===== config.mk =====
export PLATFORM = sky130hd
export DESIGN_NAME = ibalc_ctrl
export DESIGN_NICKNAME = d
export VERILOG_FILES = /design/src/ibalc_pkg.sv /design/src/ibalc_ctrl.sv
export SDC_FILE = /design/constraint.sdc
export NUM_CORES = 1
export LEC_CHECK = 0
export ABC_AREA = 1
export ABC_CLOCK_PERIOD_IN_PS = 1560
export BUFFER_PORTS_ARGS = -buffer_cell sky130_fd_sc_hd__buf_2
export CAP_MARGIN = 20
export CORE_MARGIN = 2
export CORE_UTILIZATION = 42
export DETAILED_ROUTE_END_ITERATION = 12
export GPL_TIMING_DRIVEN = 0
export PLACE_DENSITY = 0.76
export SYNTH_ARGS = -nofsm -noshare
export SYNTH_HDL_FRONTEND = slang
export SYNTH_SLANG_ARGS = --single-unit

===== constraint.sdc =====
create_clock -name clk -period 1.56 [get_ports clk]
set_clock_uncertainty 0.2 [all_clocks]
set_input_delay 0.39 -clock clk [delete_from_list [all_inputs] [get_ports clk]]
set_output_delay 0.39 -clock clk [all_outputs]
set_load 0.1 [all_outputs]

===== src/ibalc_pkg.sv =====
`timescale 1ns / 1ps
`default_nettype none
// ----------------------------------------------------------------------------
// ibalc_pkg: shared types and constants for the indexed block allocator
// Sizes, status and register codes, the file table row and the command and
// status bundles between controller and datapath.
// ----------------------------------------------------------------------------
package ibalc_pkg;

  localparam int MAX_BLOCKS      = 256;
  localparam int FILE_SLOTS      = 128;
  localparam int BLOCKS_PER_FILE = 10;

  localparam int BLK_W   = $clog2(MAX_BLOCKS);          // block number
  localparam int ADDR_W  = $clog2(FILE_SLOTS);          // table address
  localparam int FT_W    = $clog2(FILE_SLOTS + 1);      // file count
  localparam int SLOT_W  = $clog2(BLOCKS_PER_FILE + 1); // slot counter
  localparam int SLOTS   = BLOCKS_PER_FILE + 1;         // index + data
  localparam int TB_W    = 9;
  localparam int BS_W    = 16;
  localparam int BYTES_W = 20;
  localparam int KEY_W   = 64;
  localparam int CNT_W   = 4;

  localparam logic [2:0] ST_GRANT      = 3'd0;
  localparam logic [2:0] ST_DELETED    = 3'd1;
  localparam logic [2:0] ST_TOO_LARGE  = 3'd2;
  localparam logic [2:0] ST_NO_INDEX   = 3'd3;
  localparam logic [2:0] ST_MEM_FULL   = 3'd4;
  localparam logic [2:0] ST_NOT_FOUND  = 3'd5;
  localparam logic [2:0] ST_TABLE_FULL = 3'd6;

  localparam logic CMD_CREATE = 1'b0;
  localparam logic CMD_DELETE = 1'b1;

  localparam logic REG_BLK_SPAN  = 1'b0;
  localparam logic REG_BLK_BYTES = 1'b1;

  localparam logic [TB_W-1:0] TB_RESET   = 9'd256;
  localparam logic [BS_W-1:0] BS_RESET   = 16'd512;
  localparam logic [15:0]     LFSR_SEED  = 16'hACE1;
  localparam logic [15:0]     LFSR_TAPS  = 16'hB400;

  typedef logic [BLK_W-1:0] blk_t;

  typedef struct packed {
    logic [KEY_W-1:0]                 key;
    blk_t                             idx_blk;
    blk_t [BLOCKS_PER_FILE-1:0]       data;
    logic [CNT_W-1:0]                 count;
  } tbl_row_t;

  typedef struct packed {
    logic       load_req;
    logic       div_size;
    logic       div_probe;
    logic       need_load;
    logic       probe_clr;
    logic       probe_inc;
    logic       take;
    logic       alloc_clr;
    logic       j_clr;
    logic       j_inc;
    logic       rb_free;
    logic       del_free;
    logic       tbl_new;
    logic       ft_dec;
    logic       ptr_clr;
    logic       ptr_inc;
    logic       rd_ptr;
    logic       rd_next;
    logic       wr_shift;
    logic       emit;
    logic       emit_grant;
    logic [2:0] emit_code;
  } ctrl_cmd_t;

  typedef struct packed {
    logic div_done;
    logic too_large;
    logic table_full;
    logic ft_zero;
    logic pos_free;
    logic probe_last;
    logic alloc_done;
    logic alloc_empty;
    logic rb_done;
    logic key_match;
    logic search_last;
    logic dfree_done;
    logic shift_done;
    logic emit_last;
    logic out_free;
  } dp_stat_t;

endpackage
`default_nettype wire


===== src/ibalc_ctrl.sv =====
`timescale 1ns / 1ps
`default_nettype none
// ----------------------------------------------------------------------------
// ibalc_ctrl: allocator controller
// Sequences sizing, probing, rollback, table update, delete search and
// shift, and result transfers.
// ----------------------------------------------------------------------------
module ibalc_ctrl (
  input  wire logic                 clk,
  input  wire logic                 rst,
  input  wire logic                 in_accept,
  input  wire logic                 in_cmd,
  input  wire ibalc_pkg::dp_stat_t  stat,
  output ibalc_pkg::ctrl_cmd_t      cmd_bus,
  output logic                      busy
);
  import ibalc_pkg::*;

  typedef enum logic [3:0] {
    S_IDLE, S_SIZE_GO, S_SIZE_WAIT, S_PROBE_GO, S_PROBE_WAIT, S_ROLLBACK,
    S_TBL_WR, S_GRANT, S_REPLY, S_DEL_START, S_DEL_RD, S_DEL_CMP,
    S_DEL_FREE, S_SH_CHECK, S_SH_RD, S_SH_WR
  } state_t;

  state_t     state, state_next;
  logic [2:0] code, code_next;

  assign busy = (state != S_IDLE);

  always_comb begin
    cmd_bus    = '0;
    state_next = state;
    code_next  = code;
    unique case (state)
      S_IDLE: begin
        if (in_accept) begin
          cmd_bus.load_req = 1'b1;
          state_next = (in_cmd == CMD_DELETE) ? S_DEL_START : S_SIZE_GO;
        end
      end
      S_SIZE_GO: begin
        cmd_bus.div_size = 1'b1;
        state_next = S_SIZE_WAIT;
      end
      S_SIZE_WAIT: begin
        if (stat.div_done) begin
          cmd_bus.need_load = 1'b1;
          priority if (stat.too_large) begin
            code_next  = ST_TOO_LARGE;
            state_next = S_REPLY;
          end else if (stat.table_full) begin
            code_next  = ST_TABLE_FULL;
            state_next = S_REPLY;
          end else begin
            cmd_bus.alloc_clr = 1'b1;
            cmd_bus.probe_clr = 1'b1;
            state_next = S_PROBE_GO;
          end
        end
      end
      S_PROBE_GO: begin
        cmd_bus.div_probe = 1'b1;
        state_next = S_PROBE_WAIT;
      end
      S_PROBE_WAIT: begin
        if (stat.div_done) begin
          priority if (stat.pos_free) begin
            cmd_bus.take = 1'b1;
            if (stat.alloc_done) begin
              state_next = S_TBL_WR;
            end else begin
              cmd_bus.probe_clr = 1'b1;
              state_next = S_PROBE_GO;
            end
          end else if (stat.probe_last) begin
            if (stat.alloc_empty) begin
              code_next  = ST_NO_INDEX;
              state_next = S_REPLY;
            end else begin
              cmd_bus.j_clr = 1'b1;
              state_next = S_ROLLBACK;
            end
          end else begin
            cmd_bus.probe_inc = 1'b1;
            state_next = S_PROBE_GO;
          end
        end
      end
      S_ROLLBACK: begin
        cmd_bus.rb_free = 1'b1;
        cmd_bus.j_inc   = 1'b1;
        if (stat.rb_done) begin
          code_next  = ST_MEM_FULL;
          state_next = S_REPLY;
        end
      end
      S_TBL_WR: begin
        cmd_bus.tbl_new = 1'b1;
        cmd_bus.j_clr   = 1'b1;
        state_next = S_GRANT;
      end
      S_GRANT: begin
        if (stat.out_free) begin
          cmd_bus.emit       = 1'b1;
          cmd_bus.emit_grant = 1'b1;
          cmd_bus.j_inc      = 1'b1;
          if (stat.emit_last) state_next = S_IDLE;
        end
      end
      S_REPLY: begin
        if (stat.out_free) begin
          cmd_bus.emit      = 1'b1;
          cmd_bus.emit_code = code;
          state_next = S_IDLE;
        end
      end
      S_DEL_START: begin
        cmd_bus.ptr_clr = 1'b1;
        if (stat.ft_zero) begin
          code_next  = ST_NOT_FOUND;
          state_next = S_REPLY;
        end else begin
          state_next = S_DEL_RD;
        end
      end
      S_DEL_RD: begin
        cmd_bus.rd_ptr = 1'b1;
        state_next = S_DEL_CMP;
      end
      S_DEL_CMP: begin
        priority if (stat.key_match) begin
          cmd_bus.j_clr = 1'b1;
          state_next = S_DEL_FREE;
        end else if (stat.search_last) begin
          code_next  = ST_NOT_FOUND;
          state_next = S_REPLY;
        end else begin
          cmd_bus.ptr_inc = 1'b1;
          state_next = S_DEL_RD;
        end
      end
      S_DEL_FREE: begin
        cmd_bus.del_free = 1'b1;
        cmd_bus.j_inc    = 1'b1;
        if (stat.dfree_done) state_next = S_SH_CHECK;
      end
      S_SH_CHECK: begin
        if (stat.shift_done) begin
          cmd_bus.ft_dec = 1'b1;
          code_next  = ST_DELETED;
          state_next = S_REPLY;
        end else begin
          state_next = S_SH_RD;
        end
      end
      S_SH_RD: begin
        cmd_bus.rd_next = 1'b1;
        state_next = S_SH_WR;
      end
      S_SH_WR: begin
        cmd_bus.wr_shift = 1'b1;
        cmd_bus.ptr_inc  = 1'b1;
        state_next = S_SH_CHECK;
      end
      default: state_next = S_IDLE;
    endcase
  end

  always_ff @(posedge clk) begin
    if (rst) begin
      state <= S_IDLE;
      code  <= ST_GRANT;
    end else begin
      state <= state_next;
      code  <= code_next;
    end
  end

endmodule
`default_nettype wire


==> results.cfg, run 1 <==
[status]
status = aborted with a tool error
lastStage = clock tree synthesis (4_1_cts)
error = [ERROR DPL-0038] Utilization greater than 100%, impossible to legalize

[yosys]
synth_area_leader_cell = nand2_1
synth_seq_cells = 7
ys_seq_area_frac = 0.148
synth.top_cell.area_share = 0.233
syn_inst = 191
yosysWarnings = 0
syn_avg_cell_area_sq_um = 4.97
synth.distinct_cells = 24
synth.top_cells.by_area = nand2_1 23%, nor2_1 15%, dfxtp_1 15%
syn_nets = 210
syn-cell-area_sq_um = 950

[place]
dp_cells = 262
dp_hpwl_mm = 2.55
routabilityCongestion = 0.907
io_buffers = 43

[clocking]
cts-resized-gates = 154
postCtsHoldBufs = 0
cts_buffers = 3
clock_sinks = 7
postCtsSetupRepairBufs = 24
ctsLongestPathBuffers = 2
h-tree-depth = 1
clockRootBuffer = clkbuf_4

[floorplanning]
rows = 17
die_w_um = 51.6
initial_core_util = 0.438
die_y_um = 51.6
num_io_pins = 44
Yosys cell counts, drive strengths merged:
| library cell | number |
|---|---|
| buf | 2 |
| o22ai | 1 |
| clkbuf | 1 |
| nor3 | 5 |
| dfxtp | 7 |
| nand3b | 2 |
| nor2 | 42 |
| inv | 34 |
| or3 | 1 |
| or2 | 1 |
| nand3 | 16 |
| nand4 | 4 |
| o21ai | 5 |
| a21oi | 6 |
| o311ai | 1 |
| nand2 | 63 |
per-stage QoR:
step                setup slack (ps)  instance area (sq um)  TNS, ps
detailed placement              -914                   1460   -14930
global placement                -883                   1460   -14710
floorplan                       -765                   1210   -12880
logic make-up after synthesis:
kind of cell           synth area share
buffers and inverters             0.157
AO/OA/AOI/OAI                    0.0777
flip-flops                        0.148
AND/OR/NAND/NOR                   0.618
==> inputs of run 2 (changes only) <==
--- a/config.mk
+++ b/config.mk
@@ -6,14 +6,14 @@
 export NUM_CORES = 1
 export LEC_CHECK = 0
 export ABC_AREA = 1
-export ABC_CLOCK_PERIOD_IN_PS = 1560
+export ABC_CLOCK_PERIOD_IN_PS = 2000
 export BUFFER_PORTS_ARGS = -buffer_cell sky130_fd_sc_hd__buf_2
 export CAP_MARGIN = 20
-export CORE_MARGIN = 2
-export CORE_UTILIZATION = 42
+export CORE_AREA = 2 2 63 65
 export DETAILED_ROUTE_END_ITERATION = 12
+export DIE_AREA = 0 0 65 67
 export GPL_TIMING_DRIVEN = 0
-export PLACE_DENSITY = 0.76
+export PLACE_DENSITY_LB_ADDON = 0.15
 export SYNTH_ARGS = -nofsm -noshare
 export SYNTH_HDL_FRONTEND = slang
 export SYNTH_SLANG_ARGS = --single-unit
==> constraint.sdc (replaced) <==
create_clock -name clk -period 2 [get_ports clk]
set_clock_uncertainty 0.2 [all_clocks]
set_input_delay 0.5 -clock clk [delete_from_list [all_inputs] [get_ports clk]]
set_output_delay 0.5 -clock clk [all_outputs]
set_load 0.1 [all_outputs]
==> run 2 against run 1 <==
Net effect: the flow now finishes, with violations (setup timing); synthesized area is the same; synthesized cell count is the same.
==> results.cfg, run 2 <==
[status]
status = finished, violations left
violations = setup timing

[timing]
slew_headroom = 0.688
fin_ws_ps = -207
period_share = 1.10
timing_worst_slew_pin_value_ps = 468
timing.final.crit_period_ps = 2210
hold_viol = 0
rsz0062_at_grt = true
fmax_mhz = 453
setup_viol = 20
slew_violations = 0

[place]
dp_hpwl_mm = 2.69
io_buffers = 43
dpl-instance-area_sq_um = 1480
dp_cells = 282
routabilityCongestion = 0.832

[floorplanning]
die_w_um = 65
initial_core_util = 0.263
die_y_um = 67
rows = 22
num_io_pins = 44
fp.coreArea_sq_um = 3610
die-area_sq_um = 4360

[yosys]
syn_inst = 191
synth.area.mux_share = 0
synth_xor_area_frac = 0
ys_dominant_reg_cell = dfxtp_1
yosysWarnings = 0
synth_area_leader_cell = nand2_1
synth.top_cells.by_area = nand2_1 23%, nor2_1 15%, dfxtp_1 15%
synth_top_family_by_area = simple AND/OR/NAND/NOR gates
synth.distinct_cells = 24
synth_common_cells = 59 x nand2_1, 38 x nor2_1, 31 x inv_1, 15 x nand3_1, 7 x dfxtp_1
synth.top_cell.area_share = 0.233
syn_avg_cell_area_sq_um = 4.97
syn-cell-area_sq_um = 950
syn_nets = 210
synth_edf_count = 0
ys_seq_area_frac = 0.148
synth_seq_cells = 7
synth_compound_area_frac = 0.0777
synth-simple-area-share = 0.618
ys_async_sr_fraction = 0
synth_most_common_cell = nand2_1
synth_adder_area_share = 0

[clocking]
h-tree-depth = 1
cts_tree = yes
clockRootBuffer = clkbuf_8
cts_buffers = 3
clock_sinks = 7
postCtsHoldBufs = 0
ctsLongestPathBuffers = 2
clk_latency_ps = 230
clkSlewWorstSetupHoldPaths_ps = 40

[critical_path]
crit_path_start_kind = flip-flop
critical_path_class = reg -> out
cp.arrival_ps = 1510
path_max_fanout = 5
cp_data_required_time_ps = 1300
crit_path_end_kind = output pin

[final_layout]
fillCellCount = 287
syn_to_final_growth_pct = 159
layout_commonest_cell = nand2_1
drive_above_1_share = 0.574
fin_util = 0.683
largest_reg_flops = 4
stdcell_area_sq_um = 2460
fin_cells = 325
top_register = state
final_cell_mix = 44 x nand2_1, 28 x buf_12, 28 x buf_4
top_regs = state x4, code x3
num-nets-final = 297
n_antenna_cell = 0

[route]
wire_per_inst_um = 14.2
wl_mm = 4.63
drcViolationCount = 0
dr.first_iter.drc_count = 75
route.vias.total = 1561
antenna_left = 0
via_per_inst = 4.80
drt_pre_antenna_iters = 4

[pwr]
switchingPower_w = 0.00147
p_int_w = 0.00125
swShare = 0.542
peakVddDrop_mv = 1.30
p_comb_frac = 0.812
p_clk_frac = 0.073
p_leak_nw = 1.19
power_w = 0.00272
seq_power_share = 0.115
powerDensity_nw_per_um2 = 1100

[grt]
grtUsageTotal = 0.196
grt_pass1_wl_mm = 6.66
grt_pass1_vias = 1415
antenna_found_initial = 0
overflow = 0
grt_max_degree = 8

[job]
drv_cap = 0

[worst_hold_path]
holdCritPathClass = in -> reg
## run 2: cell counts after synthesis
Identical to the previous run, type by type.
## run 2: kinds of logic after synthesis
family	after synthesis
AO/OA/AOI/OAI	13
buffers and inverters	37
flip-flops	7
AND/OR/NAND/NOR	134
## run 2: final timing paths
check           start     endpoint  slack [ps]  depth (start not counted)
max          state[2]  cmd_bus[15]        -210                          6
min               rst     state[1]         260                          2
max reg2reg  state[2]      code[2]          80                         13
min reg2reg   code[0]      code[0]         370                          4
## run 2: layout make-up
class | instances | area, sq um | share of cell area
tap | 48 | 60.1 | 0.0244
sequential | 7 | 155 | 0.0630
inverter | 34 | 155 | 0.0630
clock buffer | 4 | 45.0 | 0.0183
multi-input combinational | 147 | 1060 | 0.431
timing repair buffer | 85 | 985 | 0.400
## run 2: per-stage QoR
| step | worst slack, ps | setup TNS (ps) | hold slack, ps |
|---|---|---|---|
| after global placement | -579 | -5060 | 340 |
| after floorplan | -435 | -3610 | 312 |
| after CTS | -216 | -2390 | 249 |
| after global routing | -237 | -3560 | 250 |
| after detailed placement | -592 | -5200 | 342 |
| final | -207 | -2520 | 257 |
## run 2: metal layers
metal  GRT usage  vias up  share of wire  wire length [um]
li1            -      761              -                 -
met4      0.0319        0          0.023               106
met2       0.369       69           0.53              2440
met3      0.0236       11          0.062               288
met1       0.240      720           0.39              1790
met5           0        -              0                 0
## run 2: power by group through the flow
stage / registers, W / clock network [W] / logic [W]
after floorplan: 0.000223 / 0 / 0.00118
after global placement: 0.000228 / 0 / 0.00139
after detailed placement: 0.000229 / 0 / 0.00139
after CTS: 0.000275 / 0.000207 / 0.00200
after global routing: 0.000315 / 0.000214 / 0.00234
final: 0.000313 / 0.000200 / 0.00221
## run 2: critical path, stage by stage (launching register included)
cell and delay (ps):
dfxtp_4 380, inv_4 50, nor2_4 140, buf_12 130, nand2_4 60, o311ai_4 300
buf_12 210
## run 2: timing repair
| item | CTS | global route |
|---|---|---|
| setup endpoints to repair | 28 | 30 |
| pin swaps | 16 | 23 |
| gates resized for setup | 127 | 27 |
| setup buffers | 30 | 13 |
Power figures use the tool's default switching activity.
